$ cat src/rtl/bbss_pkg.sv
// Shared types and constants for the buzzer beep and song sequencer.
// Request and result payloads, opcode and compare-action codes, tone constants.
// No dependencies.
`default_nettype none

package bbss_pkg;

  // Field widths
  localparam int unsigned OP_W    = 3;
  localparam int unsigned CNT_W   = 8;
  localparam int unsigned TONE_W  = 16;
  localparam int unsigned VOL_W   = 7;
  localparam int unsigned NIB_W   = 4;
  localparam int unsigned NOTE_W  = 2 * NIB_W;
  localparam int unsigned SLOT_W  = 8;
  localparam int unsigned SLOT_SPAN = 2 ** SLOT_W;
  localparam int unsigned PROD_W  = TONE_W + VOL_W;

  // Defaults and tone constants
  localparam int unsigned SONG_DEPTH_DEF        = 256;
  localparam int unsigned BASE_PERIOD           = 61156;
  localparam int unsigned SEMITONE_RATIO_X10000 = 10595;
  localparam int unsigned RATIO_SCALE           = 10000;
  localparam logic [NIB_W-1:0] END_LETTER       = 4'd13;

  // Volume register
  localparam logic [VOL_W-1:0] VOL_RESET = 7'd50;
  localparam logic [VOL_W-1:0] VOL_MAX   = 7'd100;

  // Divide by 100 as multiply by ceil(2^30/100), exact for products below 2^23
  localparam int unsigned RECIP_W     = 24;
  localparam logic [RECIP_W-1:0] RECIP_100 = 24'd10737419;
  localparam int unsigned RECIP_SHIFT = 30;

  typedef enum logic [OP_W-1:0] {
    OP_TICK       = 3'd0,
    OP_BEEP_START = 3'd1,
    OP_NOTE_WR    = 3'd2,
    OP_SONG_START = 3'd3,
    OP_SONG_STOP  = 3'd4
  } op_t;

  // What the duty stage does with the compare value
  typedef enum logic [1:0] {
    CMP_KEEP  = 2'd0,
    CMP_ZERO  = 2'd1,
    CMP_SOUND = 2'd2
  } cmp_op_t;

  typedef struct packed {
    logic [OP_W-1:0]   opcode;
    logic [CNT_W-1:0]  beep_count;
    logic [TONE_W-1:0] beep_period;
    logic [NIB_W-1:0]  note_letter;
    logic [NIB_W-1:0]  note_octave;
    logic [SLOT_W-1:0] song_slot;
    logic [TONE_W-1:0] note_length_ms;
    logic [TONE_W-1:0] break_ms;
  } in_req_t;

  typedef struct packed {
    logic [TONE_W-1:0] pwm_period;
    logic [TONE_W-1:0] pwm_compare;
    logic              pattern_active;
    logic              song_active;
  } out_rsp_t;

  // Execute stage to duty stage
  typedef struct packed {
    logic [PROD_W-1:0] prod;
    cmp_op_t           cmp_op;
    logic [TONE_W-1:0] pwm_period;
    logic              pattern_active;
    logic              song_active;
  } duty_req_t;

endpackage

`default_nettype wire

$ cat src/rtl/bbss_note_mem.sv
// Song note store: one write port, one read port, registered read data.
// Contents are undefined until written. Uses bbss_pkg.
`default_nettype none

module bbss_note_mem #(
  parameter int unsigned SONG_DEPTH = bbss_pkg::SONG_DEPTH_DEF
) (
  input  logic                            clk,
  input  logic                            wr_en,
  input  logic [$clog2(SONG_DEPTH)-1:0]   wr_addr,
  input  logic [bbss_pkg::NOTE_W-1:0]     wr_data,
  input  logic                            rd_en,
  input  logic [$clog2(SONG_DEPTH)-1:0]   rd_addr,
  output logic [bbss_pkg::NOTE_W-1:0]     rd_data
);
  import bbss_pkg::*;

  logic [NOTE_W-1:0] mem [SONG_DEPTH];
  logic [NOTE_W-1:0] rd_data_r;

  // Write port
  always_ff @(posedge clk) begin
    if (wr_en) begin
      mem[wr_addr] <= wr_data;
    end
  end

  // Read port, data held until the next read
  always_ff @(posedge clk) begin
    if (rd_en) begin
      rd_data_r <= mem[rd_addr];
    end
  end

  assign rd_data = rd_data_r;

endmodule

`default_nettype wire

$ cat config.mk
export PLATFORM = sky130hd
export DESIGN_NAME = bbss_note_mem
export DESIGN_NICKNAME = d
export VERILOG_FILES = /design/src/rtl/bbss_pkg.sv /design/src/rtl/bbss_note_mem.sv
export SDC_FILE = /design/constraint.sdc
export NUM_CORES = 2
export LEC_CHECK = 0
export BUFFER_PORTS_ARGS = -buffer_cell sky130_fd_sc_hd__buf_2
export CAP_MARGIN = 20
export CELL_PAD_IN_SITES_DETAIL_PLACEMENT = 1
export CELL_PAD_IN_SITES_GLOBAL_PLACEMENT = 1
export CORE_MARGIN = 10
export CORE_UTILIZATION = 40
export CTS_BUF_LIST = sky130_fd_sc_hd__clkbuf_8
export DETAILED_ROUTE_END_ITERATION = 8
export PLACE_DENSITY = 0.61
export SYNTH_ARGS = -nofsm -noshare
export SYNTH_HDL_FRONTEND = slang
export SYNTH_SLANG_ARGS = --single-unit
$ cat constraint.sdc
create_clock -name clk -period 2.84 [get_ports clk]
set_input_delay 0.852 -clock clk [delete_from_list [all_inputs] [get_ports clk]]
set_output_delay 0.852 -clock clk [all_outputs]
set_load 0.05 [all_outputs]
Word-level counts from Yosys, hierarchy flattened
Memories as Yosys holds them, arrays and structs flattened. A register that Yosys moved wholly into a read port is not among the register bits.
Cells that the tools add are included.
{"block": "totals", "ff_bits": 0, "mem_bits_rw": 2048, "input_bits": 27, "out_inout_bits": 8, "word_cells": 3, "n_memories": 1}
{"block": "op_classes", "mux": 2}
{"memory": "mem", "words": 256, "width": 8, "rd": 1, "rd_ports_with_merged_regs": 1, "write_ports": 1, "line_no": "bbss_note_mem.sv:18", "source": "logic [NOTE_W-1:0] mem [SONG_DEPTH];"}
{"cell": "1-bit two-way mux", "count": 2}

Longest topological paths before layout
{"block": "logic_depth", "word_depth": 2, "ltp_mapped": 11, "mapped_depth_nobuf": 6}

Least setup slack after synthesis
No wires, ideal clock.
{"block": "synth_path", "path_kind": "input port to flip-flop", "startpoint": "input rd_addr[0]", "endpoint": "register rd_data_r[2] (netlist: rd_data[2]), read port of mem (data pin)", "setup_time_ns": 0.269, "t_arrival_ns": 2.659, "required_ns": 2.571, "path_slack_ns": -0.088, "path_stages": 9, "path_buffers": 4, "cell_sequence": "buf_6 -> buf_12 -> buf_8 -> buf_2 -> mux4_2 -> a22oi_1 -> a21oi_1 -> nor4_1 -> nor4_2"}
{"element": "start, declared", "line_no": "bbss_note_mem.sv:13", "source": "input logic [$clog2(SONG_DEPTH)-1:0] rd_addr,"}
{"element": "end, declared", "line_no": "bbss_note_mem.sv:19", "source": "logic [NOTE_W-1:0] rd_data_r;"}

==> reports/results.tsv <==
stage	metric	value	unit
placed_design	PortBufs	34	
timing	f_max	357	MHz
cts	worst-skew pair later-pin latency	1040	ps
grt	total track usage	0.199	
cts	CTS Buffer Depth	4	
drt	routed vias/inst	5.57	
cts	H-tree Lvls	5	
worst_setup_path	Worst EP arrival	3530	ps
pwr	VDD IR max	495	µV
worst_setup_path	CP Capture Type	register	
cells_and_area	P&R area growth vs syn	18.7	%
pwr	Pwr per Cell Area	641	mW/mm²
grt	vias in the first global route	44341	
worst_setup_path	Critical Path Source Type	primary input	
timing	RSZ-0062 raised after global routing	false	
cells_and_area	nets	4629	
synthesis	Netlist cell types	54	
synthesis	post-synthesis cell area	0.0796	mm²
pwr	LEAKAGE	0.0310	µW
grt	met1 Resource Use GR	0.276	
floorplan	die width	466	µm
floorplan	DIE AREA	0.217	mm²
drt	DRT antenna net count	0	
placed_design	post-DP HPWL	142000	µm
floorplan	Starting Density	0.403	
drt	final WL	219000	µm
drt	wire length per cell	29.2	µm
cts	number of buffers created by CTS	346	
placed_design	dpl cells	6894	
floorplan	# IOs	35	
timing	Worst Skew	83.0	ps
cells_and_area	layout cell share with drive strength beyond 1	0.338	
grt	global-route wire length before repair	318000	µm
grt	GRT Max-Usage Layer	met2	
floorplan	Core Region	0.198	mm²
drt	via count	41675	
timing	setup violators final	0	
cells_and_area	Non-Filler Instances	7487	
floorplan	die height	466	µm
grt	largest net degree at the start of global routing	100	
synthesis	synth warn	0	
job	max-cap violation count	0	
cts	Root Buffer	clkbuf_8	
synthesis	Post-synth EDFFs	2056	
placed_design	Post-DP Area	0.0885	mm²
synthesis	Syn Nets	3760	
cts	Clock Pin Slew Worst Setup and Hold Paths	60	ps
grt	total gr overflow	0	
timing	hold_ws	190	ps
timing	Slew Limit Fails	0	
synthesis	Yosys reg bits	2056	
synthesis	Seq/Total Area, Yosys	0.775	
synthesis	Avg Synthesized Cell Area	21.3	µm²
synthesis	synthesized netlist cell count	3733	
drt	detailed-router iteration count before antenna repair	5	
timing	min cycle time layout	2800	ps
timing	crit share post-route	0.986	
worst_setup_path	critical path required time	3580	ps
synthesis	ys async rst share	0	
cells_and_area	fin util	0.478	
cts	CTS tree	built	
grt	met3 Use GR	0.0330	
cts	CTS sink count	2056	
floorplan	Rows	163	
worst_hold_path	worst min-delay path category	primary input to register	
cts	hold buffers post-CTS	0	
worst_setup_path	crit path kind	primary input to register	
grt	met2 usage	0.324	
placed_design	RePlAce Congestion	0.804	
timing	Relative slew margins	0.461	
status	status	complete, no violations	
synthesis	most frequently used flop master after synthesis	edfxtp_1	
timing	Hold Vio Cnt, Final	0	
cells_and_area	Design Area, Final	0.0945	mm²
drt	DRT iter0 DRCs	4371	
grt	initial antenna violation count	13	
cts	# Post-CTS Setup Buffers	0	
worst_setup_path	maximum fanout along the worst path	21	
drt	Residual DRC	0	
timing	Worst Tran Pin Value	801	ps
kinds of logic (layout without fill, tap and decap cells):
family          Yosys count  in the layout  synth area share
compound gates          385            385            0.0342
buf+inv                 235           1342            0.0183
flops                  2056           2056             0.775
mux                     591            591             0.146
other cells               0              7                 0
simple gates            466            466            0.0263
per-stage QoR:
stage	power, µW	setup WS [ps]	TNS (ps)
after floorplan	35800	-2.24	-3.04
after global placement	37800	-1250	-8430
after detailed placement	37800	-1140	-7910
after CTS	61200	4.48	0
after global routing	62700	14.7	0
final	60500	40.3	0
synthesized netlist by cell type, types with 24 or more instances:
| cell type | count | area share |
|---|---|---|
| edfxtp_1 | 2056 | 0.78 |
| mux4_2 | 454 | 0.13 |
| nor2_1 | 282 | 0.013 |
| mux2i_1 | 134 | 0.017 |
| a22oi_1 | 133 | 0.013 |
| clkbuf_1 | 111 | 0.0052 |
| a21oi_1 | 96 | 0.0060 |
| o221ai_1 | 46 | 0.0051 |
| nand3_1 | 34 | 0.0021 |
| nand2_1 | 33 | 0.0016 |
| buf_2 | 31 | 0.0019 |
| nor2b_1 | 31 | 0.0024 |
| o22ai_1 | 28 | 0.0022 |
| buf_4 | 27 | 0.0025 |
| nor4_1 | 24 | 0.0019 |
power by group:
group | switching, µW | internal [µW] | total (µW)
clock | 11600 | 11800 | 23400
combinational | 2180 | 1460 | 3640
sequential | 47.1 | 33500 | 33500
metal layers:
layer | vias up | wire (µm)
met3 | 382 | 13200
met5 | - | 14
met2 | 1477 | 106000
met1 | 22311 | 92900
li1 | 17503 | -
met4 | 2 | 6850
worst max-delay path: stages:
cell and delay, ps:
buf_8 140, buf_12 240, buf_12 210, mux4_2 540, mux4_2 520, nor2_1 210, a2111oi_1 90, nor3_1 390
buf_4 220, nor4_1 50
cells in the final DEF (no fill, tap or decap), drive strengths merged, types with 47 or more instances in the layout:
cell	synthesis	final
buf	122	754
nor2	282	282
mux4	456	456
o221ai	47	47
inv	1	107
mux2i	134	134
a21oi	96	96
clkinv	1	121
edfxtp	2056	2056
clkbuf	111	350
a22oi	133	133
layout make-up:
class	instances	area [µm²]
clock buffer	350	4820
antenna	7	17.5
sequential	2056	61700
inverter	2	7.51
timing repair buffer	754	6930
tap	2640	3300
multi-input combinational	1442	16600
fill	18142	103000
clock inverter	236	1100
timing repair:
action | CTS | global route
setup endpoints to repair | 5 | 5
hold endpoints to repair | 0 | 0
gates resized for setup | 5 | 6
worst paths after layout:
path	endpoint	cells past startpoint	start	slack, ps
worst min-delay path	mem[72][0]	1	wr_data[0]	190
worst max-delay path	rd_data[1]	10	rd_addr[0]	40
worst max register to register	rd_data[1]	7	mem[130][1]	160
worst min register to register	rd_data[3]	7	mem[40][3]	1100
registers in the layout (all words and copies together), names as in the netlist:
register and flops:
mem 2048, rd_data 8
Note: power is estimated with default switching activity, not from simulation.
