**config.mk**
```make
export PLATFORM = sky130hd
export DESIGN_NAME = bbss_duty
export DESIGN_NICKNAME = d
export VERILOG_FILES = /design/src/rtl/bbss_pkg.sv /design/src/rtl/bbss_duty.sv
export SDC_FILE = /design/constraint.sdc
export NUM_CORES = 1
export LEC_CHECK = 0
export ABC_CLOCK_PERIOD_IN_PS = 9600
export BUFFER_PORTS_ARGS = -buffer_cell sky130_fd_sc_hd__buf_2
export CAP_MARGIN = 15
export CORE_UTILIZATION = 30
export CTS_CLUSTER_DIAMETER = 150
export DETAILED_ROUTE_END_ITERATION = 7
export PLACE_DENSITY = 0.56
export SKIP_CTS_REPAIR_TIMING = 1
export SLEW_MARGIN = 20
export SYNTH_ARGS = -nofsm -noshare
export SYNTH_HDL_FRONTEND = slang
export SYNTH_SLANG_ARGS = --single-unit
```
**constraint.sdc**
```tcl
create_clock -name clk -period 9.6 [get_ports clk]
set_clock_uncertainty 0.2 [all_clocks]
set_input_delay 2.4 -clock clk [delete_from_list [all_inputs] [get_ports clk]]
set_output_delay 2.4 -clock clk [all_outputs]
set_load 0.01 [all_outputs]
```
**src/rtl/bbss_pkg.sv**
```systemverilog
// Shared types and constants for the buzzer beep and song sequencer.
// Request and result payloads, opcode and compare-action codes, tone constants.
// No dependencies.
`default_nettype none

package bbss_pkg;

  // Field widths
  localparam int unsigned OP_W    = 3;
  localparam int unsigned CNT_W   = 8;
  localparam int unsigned TONE_W  = 16;
  localparam int unsigned VOL_W   = 7;
  localparam int unsigned NIB_W   = 4;
  localparam int unsigned NOTE_W  = 2 * NIB_W;
  localparam int unsigned SLOT_W  = 8;
  localparam int unsigned SLOT_SPAN = 2 ** SLOT_W;
  localparam int unsigned PROD_W  = TONE_W + VOL_W;

  // Defaults and tone constants
  localparam int unsigned SONG_DEPTH_DEF        = 256;
  localparam int unsigned BASE_PERIOD           = 61156;
  localparam int unsigned SEMITONE_RATIO_X10000 = 10595;
  localparam int unsigned RATIO_SCALE           = 10000;
  localparam logic [NIB_W-1:0] END_LETTER       = 4'd13;

  // Volume register
  localparam logic [VOL_W-1:0] VOL_RESET = 7'd50;
  localparam logic [VOL_W-1:0] VOL_MAX   = 7'd100;

  // Divide by 100 as multiply by ceil(2^30/100), exact for products below 2^23
  localparam int unsigned RECIP_W     = 24;
  localparam logic [RECIP_W-1:0] RECIP_100 = 24'd10737419;
  localparam int unsigned RECIP_SHIFT = 30;

  typedef enum logic [OP_W-1:0] {
    OP_TICK       = 3'd0,
    OP_BEEP_START = 3'd1,
    OP_NOTE_WR    = 3'd2,
    OP_SONG_START = 3'd3,
    OP_SONG_STOP  = 3'd4
  } op_t;

  // What the duty stage does with the compare value
  typedef enum logic [1:0] {
    CMP_KEEP  = 2'd0,
    CMP_ZERO  = 2'd1,
    CMP_SOUND = 2'd2
  } cmp_op_t;

  typedef struct packed {
    logic [OP_W-1:0]   opcode;
    logic [CNT_W-1:0]  beep_count;
    logic [TONE_W-1:0] beep_period;
    logic [NIB_W-1:0]  note_letter;
    logic [NIB_W-1:0]  note_octave;
    logic [SLOT_W-1:0] song_slot;
    logic [TONE_W-1:0] note_length_ms;
    logic [TONE_W-1:0] break_ms;
  } in_req_t;

  typedef struct packed {
    logic [TONE_W-1:0] pwm_period;
    logic [TONE_W-1:0] pwm_compare;
    logic              pattern_active;
    logic              song_active;
  } out_rsp_t;

  // Execute stage to duty stage
  typedef struct packed {
    logic [PROD_W-1:0] prod;
    cmp_op_t           cmp_op;
    logic [TONE_W-1:0] pwm_period;
    logic              pattern_active;
    logic              song_active;
  } duty_req_t;

endpackage

`default_nettype wire

```
**src/rtl/bbss_duty.sv**
```systemverilog
// Duty stage: divides period*volume by 100 through a reciprocal multiply,
// keeps the compare value and holds the result register. Uses bbss_pkg.
`default_nettype none

module bbss_duty (
  input  logic                      clk,
  input  logic                      rst_n,
  input  logic                      s3_valid,
  input  bbss_pkg::duty_req_t       s3_data,
  output logic                      s3_ready,
  output logic                      out_valid,
  output bbss_pkg::out_rsp_t        out_data,
  input  logic                      out_ready
);
  import bbss_pkg::*;

  localparam int unsigned QP_W = PROD_W + RECIP_W;

  logic              s3_fire;
  logic [QP_W-1:0]   quot_prod;
  logic [TONE_W-1:0] quot;
  logic [TONE_W-1:0] compare_r, compare_nxt;
  logic              out_v_r;
  logic [TONE_W-1:0] period_r;
  logic              pattern_r;
  logic              song_r;

  assign s3_ready = !out_v_r || out_ready;
  assign s3_fire  = s3_valid && s3_ready;

  // floor(prod / 100)
  assign quot_prod = QP_W'(s3_data.prod) * QP_W'(RECIP_100);
  assign quot      = quot_prod[RECIP_SHIFT +: TONE_W];

  always_comb begin
    case (s3_data.cmp_op)
      CMP_KEEP:  compare_nxt = compare_r;
      CMP_ZERO:  compare_nxt = '0;
      CMP_SOUND: compare_nxt = quot;
      default:   compare_nxt = compare_r;
    endcase
  end

  // Compare value and result valid
  always_ff @(posedge clk) begin
    if (!rst_n) begin
      compare_r <= '0;
      out_v_r   <= 1'b0;
    end else if (s3_fire) begin
      compare_r <= compare_nxt;
      out_v_r   <= 1'b1;
    end else if (out_ready) begin
      out_v_r   <= 1'b0;
    end
  end

  // Result payload
  always_ff @(posedge clk) begin
    if (s3_fire) begin
      period_r  <= s3_data.pwm_period;
      pattern_r <= s3_data.pattern_active;
      song_r    <= s3_data.song_active;
    end
  end

  assign out_valid               = out_v_r;
  assign out_data.pwm_period     = period_r;
  assign out_data.pwm_compare    = compare_r;
  assign out_data.pattern_active = pattern_r;
  assign out_data.song_active    = song_r;

  a_zero: assert property (@(posedge clk) disable iff (!rst_n)
    (s3_fire && s3_data.cmp_op == CMP_ZERO) |=> (out_v_r && compare_r == '0))
    else $error("silence request left a nonzero compare");

  a_keep: assert property (@(posedge clk) disable iff (!rst_n)
    (s3_fire && s3_data.cmp_op == CMP_KEEP) |=> $stable(compare_r))
    else $error("compare changed without a sound request");

  a_silent_tone: assert property (@(posedge clk) disable iff (!rst_n)
    (s3_fire && s3_data.cmp_op == CMP_SOUND && s3_data.prod == '0) |=> (compare_r == '0))
    else $error("zero tone produced a nonzero compare");

endmodule

`default_nettype wire

```
## Word-level counts from Yosys, hierarchy flattened

Index checks and enable logic that the tools add are counted.

| word-level totals | value |
|---|---|
| word-level logic and storage cells | 17 |
| register bits | 35 |

| operators by class | value |
|---|---|
| eq/ne operators | 2 |
| multipliers | 1 |
| reduce and logical (&&, ||, !) cells | 6 |
| muxes and demuxes | 3 |

Operators with widths:

| operator | count |
|---|---|
| 23-bit by 24-bit multiplier with 46-bit output (second input constant) | 1 |
| 16-bit one-hot mux with 2 select lines | 1 |
| 2-bit nonzero test | 2 |
| 2-bit by 1-bit equality test with 1-bit output (second input constant) | 1 |
| 2-bit equality test (second input constant) | 1 |
| 1-bit two-way mux | 2 |
| 2-bit AND reduction | 1 |
| 1-bit logical AND | 1 |
| 1-bit logical NOT | 1 |
| 1-bit logical OR | 1 |

## Longest topological paths before layout

| logic depth | value |
|---|---|
| depth in word-level cells | 4 |
| mapped depth | 25 |
| depth with buffers taken out | 25 |

## Worst setup path before layout

No wires, ideal clock.

| path | value |
|---|---|
| path type | input to register |
| start | in s3_data[26] (netlist bit) |
| end | reg compare_r[11] |
| setup slack | 1461 ps |
| data required time | 9283 ps |
| arrival | 7822 ps |
| stages on the path | 22 |
| cells stage by stage | inv_1 fa_1 inv_1 fa_1 inv_1 fa_1 fa_1 inv_1 fa_1 fa_1 inv_1 fa_1 inv_1 ha_1 a21o_1 a21oi_1 nor2b_1 o2111ai_1 a31o_2 a31oi_4 or3_1 a32o_1 |

| between the ends | value |
|---|---|
| cells in the longest elaborated chain, start to end | 2 |

RTL lines:

| element | line | text |
|---|---|---|
| from (decl) | bbss_duty.sv:9 | `input bbss_pkg::duty_req_t s3_data,` |
| 23-bit by 24-bit multiplier with 46-bit output | bbss_duty.sv:32 | `assign quot_prod = QP_W'(s3_data.prod) * QP_W'(RECIP_100);` |
| 16-bit one-hot mux with 2 select lines | bbss_duty.sv:36 | `case (s3_data.cmp_op)` |
| to (signal assigned) | bbss_duty.sv:50 | `compare_r <= compare_nxt;` |
| to (decl) | bbss_duty.sv:22 | `logic [TONE_W-1:0] compare_r, compare_nxt;` |

No other way between the ends.
A chain may end at the register's enable or synchronous reset.

## Final worst setup path

| path | value |
|---|---|
| start | in s3_data[24] (netlist bit) |
| end | reg compare_r[8] |

The elaborated chain is that of the path after synthesis.

==> results.sh <==
export IMPL_cp_start_kind="input port"
export IMPL_period_share=0.9146
export IMPL_cap_violations=0
export IMPL_netlist_area_um2=10410
export IMPL_synth_avg_cell_area_um2=10.23
export IMPL_yosys_warnings=0
export IMPL_grt_usage=0.1522
export IMPL_holdPathEnd="compare_r[1]$_SDFFE_PN0P_"
export IMPL_yosys_top_cells_count="312 x inv_1, 241 x ha_1, 194 x fa_1"
export IMPL_htree_levels=2
export IMPL_hpwl_um=24050
export IMPL_dr_pass1_iters=4
export IMPL_startpoint="s3_data[24]"
export IMPL_rsz0062_at_grt="false"
export IMPL_die_h_um=188.3
export IMPL_synth_cell_types=55
export IMPL_worstHoldPathCells=2
export IMPL_initial_core_util=0.3073
export IMPL_insertion_delay_ps=270
export IMPL_slowest_stage="fa_1"
export IMPL_slew_violations=0
export IMPL_dieArea_um2=35440
export IMPL_diodes=0
export IMPL_ant_nets=0
export IMPL_cts_tree="done"
export IMPL_path_depth=21
export IMPL_r2r_start="out_valid$_SDFFE_PN0P_"
export IMPL_crit_family="adder cells"
export IMPL_ys_ff_latch=35
export IMPL_placement_io_buffers=82
export IMPL_cts_sinks=35
export IMPL_clock_fmax_ghz=0.1139
export IMPL_cp_required_ps=9560
export IMPL_setup_viol=0
export IMPL_drc=0
export IMPL_area_growth_pct=10.16
export IMPL_crit_top_cell="fa_1"
export IMPL_worstSetupPathType="in -> reg"
export IMPL_wire_per_inst_um=16.73
export IMPL_die_x_um=188.3
export IMPL_synth_flop_cell="edfxtp_1"
export IMPL_path_max_fanout=8
export IMPL_yosysMostFrequentCell="inv_1"
export IMPL_syn_instance_count=1017
export IMPL_worstHoldStart="compare_r[1]$_SDFFE_PN0P_"
export IMPL_endpoint_kind="flip-flop"
export IMPL_slew_headroom=0.5753
export IMPL_clk_pin_slew_ps=50
export IMPL_syn_nets=1499
export IMPL_cpPeakStageDelay_ps=540
export IMPL_worstPathCellList="buf_2, fa_1, fa_1, inv_1, fa_1, inv_1, fa_1, fa_1, fa_1, inv_1, fa_1, inv_1, ha_1, a21o_1, a31oi_1, nand4_1, nor3_1, o31ai_1, a21oi_1, mux2i_1, nand3_1"
export IMPL_vias=6906
export IMPL_nets=1581
export IMPL_setup_tns_ps=0
export IMPL_synth_top_area_share=0.3732
export IMPL_grt_pass1_wl_um=41700
export IMPL_fin_crit_ps=8780
export IMPL_synthArstFlopShare=0
export IMPL_reg2reg_slack_ps=7660
export IMPL_yosys_area_top_type="fa_1"
export IMPL_layout_drive_gt1_share=0.09091
export IMPL_cts_buffers_inserted=5
export IMPL_grt_max_degree=19
export IMPL_gp_congestion=0.9130
export IMPL_core_area_um2=33870
export IMPL_grt_overflow=0
export IMPL_rr_worst_depth=6
export IMPL_synth_edf_count=18
export IMPL_hold_class="reg -> reg"
export IMPL_cts_root_buffer="clkbuf_16"
export IMPL_drt_total_wl_um=25900
export IMPL_hold_violations=0
export IMPL_ioPinCount=83
export IMPL_drtIter0Drc=218
export IMPL_status="complete, no violations"
export IMPL_row_count=67
export IMPL_cts_buffer_depth=2
export IMPL_arrival_ps=8740
export IMPL_tightest_slew_ps=636.3
export IMPL_synthTopCellsByArea="fa_1 37%, ha_1 29%, inv_1 11%"
export IMPL_cp_num_buf_inv=5
export IMPL_ys_seq_area_frac=0.08464
export IMPL_viasPerCell=4.461
export IMPL_antenna_found_initial=0
export IMPL_first_global_vias=7636
export IMPL_num_fill_cells=3489
export IMPL_r2r_end="compare_r[8]$_SDFFE_PN0P_"
-- through the flow --
| step | worst slack [ps] | hold WS (ps) | cell area [µm²] | instances | utilization |
|---|---|---|---|---|---|
| detailed placement | 515.4 | 237.6 | 11330 | 1540 | 0.3344 |
| global placement | 596.1 | 231.1 | 11330 | 1540 | 0.3344 |
| finish | 820.2 | 241.7 | 11460 | 1548 | 0.3385 |
| CTS | 798.1 | 250.0 | 11460 | 1548 | 0.3384 |
| floorplan | 1461 | 278.7 | 10410 | 1017 | - |
| global route | 476.1 | 277.2 | 11460 | 1548 | 0.3385 |
-- cell families (layout without fill, tap and decap cells) --
logic type      Yosys count  after routing  synth area share
flops                    35             35           0.08464
mux                       1              1         0.0009618
fa+ha+maj               435            435            0.6629
buf+inv                 319            402            0.1176
compound gates          113            113           0.07189
simple gates             95             95           0.04604
xor+xnor                 19             19           0.01599
-- worst max path at each step --
stage / endpoint
final: compare_r[8]$_SDFFE_PN0P_
after global routing: compare_r[8]$_SDFFE_PN0P_
after CTS: compare_r[8]$_SDFFE_PN0P_
after detailed placement: compare_r[8]$_SDFFE_PN0P_
after global placement: compare_r[8]$_SDFFE_PN0P_
after floorplan: compare_r[11]$_SDFFE_PN0P_
-- worst reg2reg max path, stage by stage (launching register included) --
cell and delay [ps]:
dfxtp_1 310, nand2b_1 90, nand2_1 80, nor2_1 170
nand3_1 410, or4_1 540, nand3_1 90
-- sequential cells by signal, summed over array words and instances (netlist names) --
signal	cells
period_r	16
compare_r	16
out_valid	1
song_r	1
pattern_r	1
-- cell usage in the layout (no fill, tap or decap), types with 2 or more instances in the layout --
cell type,netlist,layout
nand2_2,2,2
o21a_1,4,4
nand3_1,15,15
nor3_1,3,3
o2111ai_1,2,2
a21o_1,18,18
nor2b_1,3,2
and3_1,3,3
or3_1,2,2
o211ai_1,2,2
dfxtp_1,17,17
xor2_1,9,9
inv_1,312,312
a211oi_1,4,4
o21ai_0,22,22
ha_1,241,241
xnor2_1,10,10
clkbuf_16,0,5
nand4_1,9,9
buf_2,0,82
edfxtp_1,18,18
a21oi_1,32,32
o31ai_1,4,4
clkinv_1,0,2
fa_1,194,194
o21bai_1,4,4
a31oi_1,5,5
a32o_1,2,2
nor2_1,14,14
nand2_1,33,33
or2_2,2,2
-- metal layers --
| layer | GRT usage | vias to the layer above | share of wire |
|---|---|---|---|
| met5 | 0 | - | 0 |
| met4 | 0.04128 | 0 | 0.028 |
| met3 | 0.01043 | 36 | 0.025 |
| met2 | 0.2650 | 144 | 0.48 |
| met1 | 0.2034 | 3349 | 0.47 |
| li1 | - | 3377 | - |
-- cell type report --
type	instances	area [µm²]	area share
clock inverters	2	7.507	0.0006548
inverters	312	1171	0.1022
repair buffers	82	410.4	0.03580
well taps	448	560.5	0.04889
multi-input cells	663	8305	0.7244
clock buffers	6	128.9	0.01124
flip-flops and latches	35	880.8	0.07683
Power is left out: the tool's default activity adds up to more than one toggle a clock period on the data nets, which glitch-free logic cannot reach.
