[config.mk]
export PLATFORM = sky130hd
export DESIGN_NAME = bbss_exec
export DESIGN_NICKNAME = d
export VERILOG_FILES = /design/src/rtl/bbss_pkg.sv /design/src/rtl/bbss_exec.sv
export SDC_FILE = /design/constraint.sdc
export NUM_CORES = 1
export LEC_CHECK = 0
export BUFFER_PORTS_ARGS = -buffer_cell sky130_fd_sc_hd__buf_4
export CORE_UTILIZATION = 60
export CTS_CLUSTER_DIAMETER = 60
export DETAILED_ROUTE_END_ITERATION = 8
export HOLD_SLACK_MARGIN = 0.1
export PLACE_DENSITY = 0.8
export SLEW_MARGIN = 15
export SYNTH_ARGS = -nofsm -noshare
export SYNTH_HDL_FRONTEND = slang
export SYNTH_SLANG_ARGS = --single-unit
[constraint.sdc]
create_clock -name clk -period 11.3 [get_ports clk]
set_input_delay 0.565 -clock clk [delete_from_list [all_inputs] [get_ports clk]]
set_output_delay 0.565 -clock clk [all_outputs]
set_load 0.02 [all_outputs]
[src/rtl/bbss_pkg.sv]
// Shared types and constants for the buzzer beep and song sequencer.
// Request and result payloads, opcode and compare-action codes, tone constants.
// No dependencies.
`default_nettype none

package bbss_pkg;

  // Field widths
  localparam int unsigned OP_W    = 3;
  localparam int unsigned CNT_W   = 8;
  localparam int unsigned TONE_W  = 16;
  localparam int unsigned VOL_W   = 7;
  localparam int unsigned NIB_W   = 4;
  localparam int unsigned NOTE_W  = 2 * NIB_W;
  localparam int unsigned SLOT_W  = 8;
  localparam int unsigned SLOT_SPAN = 2 ** SLOT_W;
  localparam int unsigned PROD_W  = TONE_W + VOL_W;

  // Defaults and tone constants
  localparam int unsigned SONG_DEPTH_DEF        = 256;
  localparam int unsigned BASE_PERIOD           = 61156;
  localparam int unsigned SEMITONE_RATIO_X10000 = 10595;
  localparam int unsigned RATIO_SCALE           = 10000;
  localparam logic [NIB_W-1:0] END_LETTER       = 4'd13;

  // Volume register
  localparam logic [VOL_W-1:0] VOL_RESET = 7'd50;
  localparam logic [VOL_W-1:0] VOL_MAX   = 7'd100;

  // Divide by 100 as multiply by ceil(2^30/100), exact for products below 2^23
  localparam int unsigned RECIP_W     = 24;
  localparam logic [RECIP_W-1:0] RECIP_100 = 24'd10737419;
  localparam int unsigned RECIP_SHIFT = 30;

  typedef enum logic [OP_W-1:0] {
    OP_TICK       = 3'd0,
    OP_BEEP_START = 3'd1,
    OP_NOTE_WR    = 3'd2,
    OP_SONG_START = 3'd3,
    OP_SONG_STOP  = 3'd4
  } op_t;

  // What the duty stage does with the compare value
  typedef enum logic [1:0] {
    CMP_KEEP  = 2'd0,
    CMP_ZERO  = 2'd1,
    CMP_SOUND = 2'd2
  } cmp_op_t;

  typedef struct packed {
    logic [OP_W-1:0]   opcode;
    logic [CNT_W-1:0]  beep_count;
    logic [TONE_W-1:0] beep_period;
    logic [NIB_W-1:0]  note_letter;
    logic [NIB_W-1:0]  note_octave;
    logic [SLOT_W-1:0] song_slot;
    logic [TONE_W-1:0] note_length_ms;
    logic [TONE_W-1:0] break_ms;
  } in_req_t;

  typedef struct packed {
    logic [TONE_W-1:0] pwm_period;
    logic [TONE_W-1:0] pwm_compare;
    logic              pattern_active;
    logic              song_active;
  } out_rsp_t;

  // Execute stage to duty stage
  typedef struct packed {
    logic [PROD_W-1:0] prod;
    cmp_op_t           cmp_op;
    logic [TONE_W-1:0] pwm_period;
    logic              pattern_active;
    logic              song_active;
  } duty_req_t;

endpackage

`default_nettype wire

[src/rtl/bbss_exec.sv]
// Execute stage: holds the sequencer state, applies one request per cycle while
// the duty stage takes results, using the note read from the song store, and
// forms period*volume. Uses bbss_pkg.
`default_nettype none

module bbss_exec #(
  parameter int unsigned SONG_DEPTH = bbss_pkg::SONG_DEPTH_DEF
) (
  input  logic                              clk,
  input  logic                              rst_n,
  input  logic                              in_fire,
  input  bbss_pkg::in_req_t                 in_req,
  input  logic [$clog2(SONG_DEPTH)-1:0]     in_slot,
  output logic                              in_ready,
  input  logic [bbss_pkg::VOL_W-1:0]        volume,
  input  logic [bbss_pkg::NOTE_W-1:0]       rd_note,
  output logic [$clog2(SONG_DEPTH)-1:0]     pos_ahead,
  output logic                              s3_valid,
  output bbss_pkg::duty_req_t               s3_data,
  input  logic                              s3_ready
);
  import bbss_pkg::*;

  localparam int unsigned PW = $clog2(SONG_DEPTH);
  localparam logic [PW-1:0] POS_LAST = PW'(SONG_DEPTH - 1);

  // Octave-0 periods, each semitone the previous one divided by the ratio
  localparam int unsigned T1  = BASE_PERIOD;
  localparam int unsigned T2  = T1  * RATIO_SCALE / SEMITONE_RATIO_X10000;
  localparam int unsigned T3  = T2  * RATIO_SCALE / SEMITONE_RATIO_X10000;
  localparam int unsigned T4  = T3  * RATIO_SCALE / SEMITONE_RATIO_X10000;
  localparam int unsigned T5  = T4  * RATIO_SCALE / SEMITONE_RATIO_X10000;
  localparam int unsigned T6  = T5  * RATIO_SCALE / SEMITONE_RATIO_X10000;
  localparam int unsigned T7  = T6  * RATIO_SCALE / SEMITONE_RATIO_X10000;
  localparam int unsigned T8  = T7  * RATIO_SCALE / SEMITONE_RATIO_X10000;
  localparam int unsigned T9  = T8  * RATIO_SCALE / SEMITONE_RATIO_X10000;
  localparam int unsigned T10 = T9  * RATIO_SCALE / SEMITONE_RATIO_X10000;
  localparam int unsigned T11 = T10 * RATIO_SCALE / SEMITONE_RATIO_X10000;
  localparam int unsigned T12 = T11 * RATIO_SCALE / SEMITONE_RATIO_X10000;

  // Rest, end and unused letters give period zero
  function automatic logic [TONE_W-1:0] tone_base(input logic [NIB_W-1:0] letter);
    logic [TONE_W-1:0] t;
    case (letter)
      4'd1:    t = TONE_W'(T1);
      4'd2:    t = TONE_W'(T2);
      4'd3:    t = TONE_W'(T3);
      4'd4:    t = TONE_W'(T4);
      4'd5:    t = TONE_W'(T5);
      4'd6:    t = TONE_W'(T6);
      4'd7:    t = TONE_W'(T7);
      4'd8:    t = TONE_W'(T8);
      4'd9:    t = TONE_W'(T9);
      4'd10:   t = TONE_W'(T10);
      4'd11:   t = TONE_W'(T11);
      4'd12:   t = TONE_W'(T12);
      default: t = '0;
    endcase
    return t;
  endfunction

  function automatic logic [TONE_W-1:0] period_of(input logic [NOTE_W-1:0] note);
    return tone_base(note[NIB_W-1:0]) >> note[NOTE_W-1:NIB_W];
  endfunction

  function automatic logic [PW-1:0] pos_inc(input logic [PW-1:0] p);
    return (p == POS_LAST) ? '0 : PW'(p + 1'b1);
  endfunction

  // Request register
  logic              s2_v_r;
  in_req_t           s2_req_r;
  logic [PW-1:0]     s2_slot_r;
  logic              s2_fire;
  logic              s3_en;

  // Sequencer state
  logic              beep_on_r, beep_on_nxt;
  logic [CNT_W-1:0]  beeps_left_r, beeps_left_nxt;
  logic [TONE_W-1:0] beep_ival_r, beep_ival_nxt;
  logic [TONE_W-1:0] beep_ticks_r, beep_ticks_nxt;
  logic [TONE_W-1:0] tone_r, tone_nxt;
  logic [TONE_W-1:0] reload_r, reload_nxt;
  logic              playing_r, playing_nxt;
  logic [PW-1:0]     pos_r, pos_nxt;
  logic [TONE_W-1:0] len_each_r, len_each_nxt;
  logic [TONE_W-1:0] len_rem_r, len_rem_nxt;
  logic [TONE_W-1:0] gap_len_r, gap_len_nxt;
  logic              in_gap_r, in_gap_nxt;
  logic [NOTE_W-1:0] cur_note_r, cur_note_nxt;

  logic              s3_v_r;
  duty_req_t         s3_r, s3_nxt;

  logic [TONE_W-1:0] ticks_dec;
  logic [TONE_W-1:0] note_per;
  logic [TONE_W-1:0] req_per;
  logic              load_note;
  logic              advance;
  cmp_op_t           cmp_op;

  assign s3_en    = !s3_v_r || s3_ready;
  assign s2_fire  = s2_v_r && s3_en;
  assign in_ready = !s2_v_r || s3_en;

  // Position seen by the next request; the store is read one slot ahead of it
  assign pos_ahead = pos_inc(s2_fire ? pos_nxt : pos_r);

  // Request register
  always_ff @(posedge clk) begin
    if (!rst_n) begin
      s2_v_r <= 1'b0;
    end else if (in_fire) begin
      s2_v_r <= 1'b1;
    end else if (s2_fire) begin
      s2_v_r <= 1'b0;
    end
  end

  always_ff @(posedge clk) begin
    if (in_fire) begin
      s2_req_r  <= in_req;
      s2_slot_r <= in_slot;
    end
  end

  // Next state for the request in the execute stage
  always_comb begin
    beep_on_nxt    = beep_on_r;
    beeps_left_nxt = beeps_left_r;
    beep_ival_nxt  = beep_ival_r;
    beep_ticks_nxt = beep_ticks_r;
    tone_nxt       = tone_r;
    reload_nxt     = reload_r;
    playing_nxt    = playing_r;
    pos_nxt        = pos_r;
    len_each_nxt   = len_each_r;
    len_rem_nxt    = len_rem_r;
    gap_len_nxt    = gap_len_r;
    in_gap_nxt     = in_gap_r;
    cur_note_nxt   = cur_note_r;
    cmp_op         = CMP_KEEP;
    load_note      = 1'b0;
    advance        = 1'b0;
    ticks_dec      = TONE_W'(beep_ticks_r - 1'b1);
    note_per       = period_of(rd_note);
    req_per        = period_of({s2_req_r.note_octave, s2_req_r.note_letter});

    case (s2_req_r.opcode)
      OP_TICK: begin
        if (beep_on_r || beeps_left_r != '0) begin
          // Beep pattern has priority over the song
          beep_ticks_nxt = ticks_dec;
          if (ticks_dec == '0) begin
            beep_on_nxt    = !beep_on_r;
            cmp_op         = beep_on_r ? CMP_ZERO : CMP_SOUND;
            beep_ticks_nxt = beep_ival_r;
            if (beep_on_r) begin
              beeps_left_nxt = CNT_W'(beeps_left_r - 1'b1);
            end
          end
        end else if (playing_r) begin
          if (cur_note_r[NIB_W-1:0] == END_LETTER) begin
            playing_nxt = 1'b0;
            cmp_op      = CMP_ZERO;
          end else if (len_rem_r != '0) begin
            len_rem_nxt = TONE_W'(len_rem_r - 1'b1);
          end else begin
            len_rem_nxt = len_each_r;
            advance     = (gap_len_r == '0);
            if (gap_len_r != '0) begin
              in_gap_nxt = !in_gap_r;
              if (!in_gap_r) begin
                len_rem_nxt = gap_len_r;
                cmp_op      = CMP_ZERO;
              end else begin
                advance = 1'b1;
              end
            end
            if (advance) begin
              pos_nxt      = pos_inc(pos_r);
              cur_note_nxt = rd_note;
              load_note    = 1'b1;
            end
          end
        end
      end
      OP_BEEP_START: begin
        tone_nxt = req_per;
        if (req_per != '0) begin
          reload_nxt = req_per;
        end else begin
          cmp_op = CMP_ZERO;
        end
        if (s2_req_r.beep_count != '0 && s2_req_r.beep_period != '0) begin
          beeps_left_nxt = s2_req_r.beep_count;
          beep_ival_nxt  = s2_req_r.beep_period;
          beep_ticks_nxt = s2_req_r.beep_period;
          beep_on_nxt    = 1'b1;
          playing_nxt    = 1'b0;
          cmp_op         = CMP_SOUND;
        end
      end
      OP_NOTE_WR: begin
        // Keep the shadow of the current slot coherent with the store
        if (s2_slot_r == pos_r) begin
          cur_note_nxt = {s2_req_r.note_octave, s2_req_r.note_letter};
        end
      end
      OP_SONG_START: begin
        beep_on_nxt    = 1'b0;
        beeps_left_nxt = '0;
        playing_nxt    = 1'b1;
        pos_nxt        = '0;
        len_each_nxt   = s2_req_r.note_length_ms;
        len_rem_nxt    = s2_req_r.note_length_ms;
        gap_len_nxt    = s2_req_r.break_ms;
        in_gap_nxt     = 1'b0;
        cur_note_nxt   = rd_note;
        load_note      = 1'b1;
      end
      OP_SONG_STOP: begin
        playing_nxt = 1'b0;
      end
      default: begin
      end
    endcase

    // Loading a note sets the tone and turns the sound on
    if (load_note) begin
      tone_nxt = note_per;
      if (note_per != '0) begin
        reload_nxt = note_per;
      end
      cmp_op = CMP_SOUND;
    end

    s3_nxt.prod           = PROD_W'(tone_nxt) * PROD_W'(volume);
    s3_nxt.cmp_op         = cmp_op;
    s3_nxt.pwm_period     = reload_nxt;
    s3_nxt.pattern_active = beep_on_nxt || (beeps_left_nxt != '0);
    s3_nxt.song_active    = playing_nxt;
  end

  // State registers
  always_ff @(posedge clk) begin
    if (!rst_n) begin
      beep_on_r    <= 1'b0;
      beeps_left_r <= '0;
      beep_ival_r  <= '0;
      beep_ticks_r <= '0;
      tone_r       <= TONE_W'(1);
      reload_r     <= TONE_W'(1);
      playing_r    <= 1'b0;
      pos_r        <= '0;
      len_each_r   <= '0;
      len_rem_r    <= '0;
      gap_len_r    <= '0;
      in_gap_r     <= 1'b0;
    end else if (s2_fire) begin
      beep_on_r    <= beep_on_nxt;
      beeps_left_r <= beeps_left_nxt;
      beep_ival_r  <= beep_ival_nxt;
      beep_ticks_r <= beep_ticks_nxt;
      tone_r       <= tone_nxt;
      reload_r     <= reload_nxt;
      playing_r    <= playing_nxt;
      pos_r        <= pos_nxt;
      len_each_r   <= len_each_nxt;
      len_rem_r    <= len_rem_nxt;
      gap_len_r    <= gap_len_nxt;
      in_gap_r     <= in_gap_nxt;
    end
  end

  // Shadow of the note at the current position
  always_ff @(posedge clk) begin
    if (s2_fire) begin
      cur_note_r <= cur_note_nxt;
    end
  end

  // Register toward the duty stage
  always_ff @(posedge clk) begin
    if (!rst_n) begin
      s3_v_r <= 1'b0;
    end else if (s2_fire) begin
      s3_v_r <= 1'b1;
    end else if (s3_ready) begin
      s3_v_r <= 1'b0;
    end
  end

  always_ff @(posedge clk) begin
    if (s2_fire) begin
      s3_r <= s3_nxt;
    end
  end

  assign s3_valid = s3_v_r;
  assign s3_data  = s3_r;

  a_start_song: assert property (@(posedge clk) disable iff (!rst_n)
    (s2_fire && s2_req_r.opcode == OP_SONG_START) |=>
      (s3_v_r && s3_r.song_active && !s3_r.pattern_active && s3_r.cmp_op == CMP_SOUND))
    else $error("song start did not report an active song");

  a_exclusive: assert property (@(posedge clk) disable iff (!rst_n)
    s3_v_r |-> !(s3_r.pattern_active && s3_r.song_active))
    else $error("beep pattern and song active together");

  a_req_hold: assert property (@(posedge clk) disable iff (!rst_n)
    (s2_v_r && !s3_en) |=> (s2_v_r && $stable(s2_req_r) && $stable(pos_r)))
    else $error("stalled request or position changed");

endmodule

`default_nettype wire

[After elaboration in Yosys (flattened, before gate mapping)]
Memory sizes are Yosys's and may differ from the RTL's. A register that Yosys moved wholly into a read port is not among the register bits.
Index checks and enable logic that the tools add are counted.
Storage, ports and cells
  register bits after elaboration: 255
  bits in read-only memories: 512
  output and inout port bits: 53
  memories kept: 2
Operators by class
  add/subtract/negate cells: 5
  multipliers: 1
  equality and inequality tests: 17
  shift-type cells: 2
  muxes and demuxes: 82
  reduce and logical (&&, ||, !) cells: 32
Memories
  (name not given): words 16, bits a word 16, rd ports 1, clocked after Yosys merged registers in 0, wr ports 0, line bbss_exec.sv:44  | case (letter)
  (name not given): words 16, bits a word 16, rd ports 1, clocked after Yosys merged registers in 1, wr ports 0, line bbss_exec.sv:44
Operator list (count)
  $mux 16: 15
  $mux 8: 12
  $reduce_bool 16->1: 5
  $pmux 16 s2: 2
  $mux 1: 34
  $logic_not 16->1: 2
  $shr 16x4->16: 2
  $sub 16x1->16 const B: 2
  $mux 4: 7
  $pmux 8 s3: 1
  $reduce_bool 8->1: 3
  $mul 16x7->23: 1
  $ne 2x2->1 const B: 9
  $add 8x1->8 const B: 2
  $eq 8x8->1 const B: 2
  $pmux 8 s2: 1
  $pmux 4 s3: 1
  $eq 8x8->1: 1
  $mux 2: 4
  $reduce_and 8->1: 1
  $reduce_bool 2->1: 4
  $sub 8x1->8 const B: 1
  $reduce_and 7->1: 1
  $eq 3x2->1 const B: 2
  other kinds (16): 24

[Logic depth before layout (Yosys ltp)]
  depth in word-level cells: 17
  gate-level depth with buffers: 30
  gate-level depth less buffers: 29

[Worst setup path after synthesis]
No wires, ideal clock.
  path type: input to register
  start: input rd_note[0] (netlist bit)
  end: register s3_r, in the netlist s3_data[39], data pin
  setup time: 259 ps
  arrival time: 7304 ps
  required time: 11041 ps
  path slack: 3737 ps
  stages on the path: 27
  path buffers: 0
  cells stage by stage: inv_1 -> ha_1 -> mux4_2 -> mux4_2 -> mux2i_4 -> o2111ai_1 -> or4_4 -> o31a_1 -> a21oi_2 -> nand2b_1 -> fa_1 -> fa_1 -> inv_1 -> fa_1 -> inv_1 -> fa_1 -> inv_1 -> ha_1 -> o21ai_0 -> a21oi_1 -> a41oi_1 -> o2111ai_1 -> a31oi_1 -> nor2b_1 -> o21ai_0 -> nor2b_1 -> xnor2_1
RTL lines
  start, declared: line bbss_exec.sv:16  | input logic [bbss_pkg::NOTE_W-1:0] rd_note,
  end signal, assigned: line bbss_exec.sv:296  | s3_r <= s3_nxt;
  end, declared: line bbss_exec.sv:93  | duty_req_t s3_r, s3_nxt;

==> impl_metrics.toml <==
[sta]
skew_ns = 0.0236
rsz0062_at_grt = "false"
setup_slack_ns = 2.61
finalHoldViolCount = 0
drv_slew = 0
finalSetupTns_ns = 0
setup-violations-final = 0
period_share_pct = 76.9
finalHoldWorstSlack_ns = 0.151
fmax_mhz = 115
worst_pin_slew_ns = 1.10
relSlewSlack_pct = 26.7
fin_crit_ns = 8.69

[clocking]
clk_latency_ns = 0.59
cts_hold_buf = 0
cts_tree = "yes"
post_cts_buffers = 0
htree_levels = 1
cts_num_sinks = 271
numCtsBuffers = 31
post_cts_resize_count = 0
clk_pin_slew_ns = 0.06
cts_buffer_depth = 3
clk_root_buffer_cell = "clkbuf_16"

[floorplan]
fp.dieW_um = 176
fp.dieArea_um2 = 31000
start_util_pct = 61.1
fp-row-count = 63
coreArea_um2 = 29700
die_h_um = 176
io_pins = 155

[synth]
postSynthCellCount = 2048
avgSynthCellArea_um2 = 8.86
syn_nets = 2283
async_flop_share_pct = 0
ys_types = 89
synth_area_um2 = 18200
synthFlopType = "dfxtp_1"
ys_seq_area_share_pct = 36.6
yosysWarnings = 0
ys_ff_latch = 271
synth_edf_count = 122

[worst_setup_path]
slowest_delay_ns = 1.05
worstSetupPathType = "flip-flop to flip-flop"
path_cells = "mux4_2 > a22o_1 > a31o_2 > a2111o_1 > nor3_1 > a21o_1 > nor3_1 > a311oi_2 > nor2b_1 > fa_1 > fa_1 > fa_1 > inv_1 > fa_1 > inv_1 > ha_1 > a21o_1 > a41oi_1 > o2111ai_1 > a31oi_1 > nor2b_1 > o21ai_0 > nor2b_1 > xnor2_1"
cp_top_family = "compound AO/OA/AOI/OAI gates"
start_kind = "flip-flop"
critPathMostFrequentCell = "fa_1"
cp.required_ns = 11.62
cp_slowest_cell = "edfxtp_1"
endpoint_kind = "flip-flop"
crit_path_max_fanout = 24
path_buf_inv = 2
cp.arrival_ns = 9.01

[global_routing]
grt_use_total_pct = 29.4
grt_max_degree = 96
grt_pass1_wl_um = 74400
grt_pass1_vias = 14900
antenna_found_initial = 0
grt-ovfl-total = 0

[power_and_ir_drop]
intPower_uw = 2060
p_sw_share_pct = 31.9
clkPwrFrac_pct = 34.0
p_leak_uw = 0.00844
power_per_cell_area_nw_per_um2 = 148
total_switching_power_uw = 967
p_comb_share_pct = 27.5
vdd_drop_max_v = 0.000153
p_seq_share_pct = 38.5

[routing]
viasPerCell = 6.22
drtAntennaViolNets = 0
num_vias = 15800
post_drt_wl_per_cell_um = 17.9
drt_iter0_drc = 1872
drt_first_pass_iters = 6
routed_wl_um = 45500
drc = 0

[layout]
area_delta_synth_final_pct = 12.8
drive_above_1_share_pct = 13.1
nNetsFinal = 2362
fin_area_um2 = 20500
diodes = 0

[place]
dp_slack_ns = 2.74
placed_cell_area_um2 = 19400
place_congestion = 0.929
io_buffers = 146
dpl.hpwl_um = 31700

[worst_hold_path]
hp-class = "primary input to flip-flop"

[run_status]
status = "completed"

[flow_run]
max_cap_violations = 0
power by group through the flow:
| stage | sequential [uW] | combinational, uW | clock (uW) |
|---|---|---|---|
| after detailed placement | 1190 | 824 | 0 |
| after CTS | 1170 | 830 | 1040 |
| after floorplan | 1190 | 600 | 0 |
| after global placement | 1180 | 806 | 0 |
| final | 1170 | 834 | 1030 |
| after global routing | 1170 | 935 | 1080 |
area by class of cell:
class | count | area [um2]
fill | 2304 | 9240
clock inverter | 18 | 214
tap | 390 | 488
multi-input combinational | 1538 | 10600
sequential | 271 | 6650
clock buffer | 40 | 851
timing repair buffer | 166 | 1250
inverter | 119 | 448
kinds of logic after synthesis:
family	synth area share [%]
AOI/OAI and AO/OA	17.8
xor gates and xnor gates	2.80
adders and majority gates	12.0
buffers and inverters	5.16
DFF	36.6
muxes	4.76
and+or+nand+nor	20.9
synthesized netlist by cell type, types with 11 or more instances:
library cell    n  share of area [%]
fa_1           69                7.6
and3_1         11               0.38
nor4_1         16               0.55
ha_1           64                4.4
nand2_1       253                5.2
clkbuf_1       99                2.0
nand4_1        17               0.59
a21oi_1       179                4.9
o22ai_1        13               0.45
o21ai_0        90                2.5
a211oi_1       39                1.6
nor2b_1        44                1.5
mux2i_1        29                1.6
and2_1         74                2.6
nor3_1         70                1.9
nand3_1        31               0.85
mux4_2         16                2.0
mux2_2         17                1.1
nor2_1        173                3.6
inv_1         115                2.4
o211ai_1       13               0.54
xnor2_1        34                1.6
nand2b_1       18               0.62
dfxtp_1       149                 16
xor2_1         24                1.2
edfxtp_1      122                 20
a31oi_1        21               0.72
buf_2          14               0.39
a21o_1         20               0.83
stage by stage:
stage	utilization, %	cells	total power, uW
after global placement	65.3	2484	1990
after detailed placement	65.3	2484	2010
after floorplan	-	2048	1790
after CTS	68.9	2542	3040
final	68.9	2542	3030
after global routing	68.9	2542	3190
flip-flops by register name, indices dropped and copies added (netlist names), 16 cells and up, named ones only:
register,count
s2_req_r,67
s3_data,43
beep_ival_r,16
beep_ticks_r,16
gap_len_r,16
len_each_r,16
len_rem_r,16
reload_r,16
tone_r,16
cell usage in the layout (no fill, tap or decap), types with 11 or more instances in the layout:
cell,instances
fa_1,69
xor2_1,24
nand3_1,31
mux2_2,17
nand4_1,17
clkbuf_16,32
a211oi_1,39
buf_4,166
mux4_2,16
ha_1,64
nor2b_1,44
and3_1,11
nor4_1,16
a21o_1,20
nor2_1,172
dfxtp_1,149
a31oi_1,21
inv_1,115
nand2b_1,18
nor3_1,70
mux2i_1,29
o211ai_1,13
edfxtp_1,122
o21ai_0,90
and2_1,74
o22ai_1,13
nand2_1,253
xnor2_1,34
a21oi_1,179
final timing paths:
kind / from / endpoint / slack [ns] / cells past startpoint
setup / recovery: s2_req_r[41]$_DFFE_PP_ / s3_data[39]$_DFFE_PP_ / 2.61 / 24
hold / removal: in_req[73] / s2_req_r[73]$_DFFE_PP_ / 0.15 / 1
setup reg to reg: s2_req_r[41]$_DFFE_PP_ / s3_data[39]$_DFFE_PP_ / 2.61 / 24
hold reg to reg: len_each_r[3]$_SDFFE_PN0P_ / len_each_r[3]$_SDFFE_PN0P_ / 0.46 / 2
metal layers:
layer | global-route usage (%) | share of wire (%) | vias up
met5 | 0 | 0 | -
met4 | 10.5 | 3.0 | 0
met3 | 3.27 | 6.6 | 113
met2 | 49.3 | 48 | 667
met1 | 39.3 | 43 | 7590
li1 | - | - | 7448
worst reg2reg max path, delay by kind of cell (launching register included):
family | cells | cell delay (ns)
XOR/XNOR | 1 | 0.08
AND/OR/NAND/NOR | 5 | 0.95
multiplexers | 1 | 0.65
flip-flops | 1 | 1.05
AO/OA/AOI/OAI | 10 | 3.27
buffers and inverters | 2 | 0.09
adder cells (fa/ha/maj) | 5 | 2.35
(Power assumes the default switching activity.)
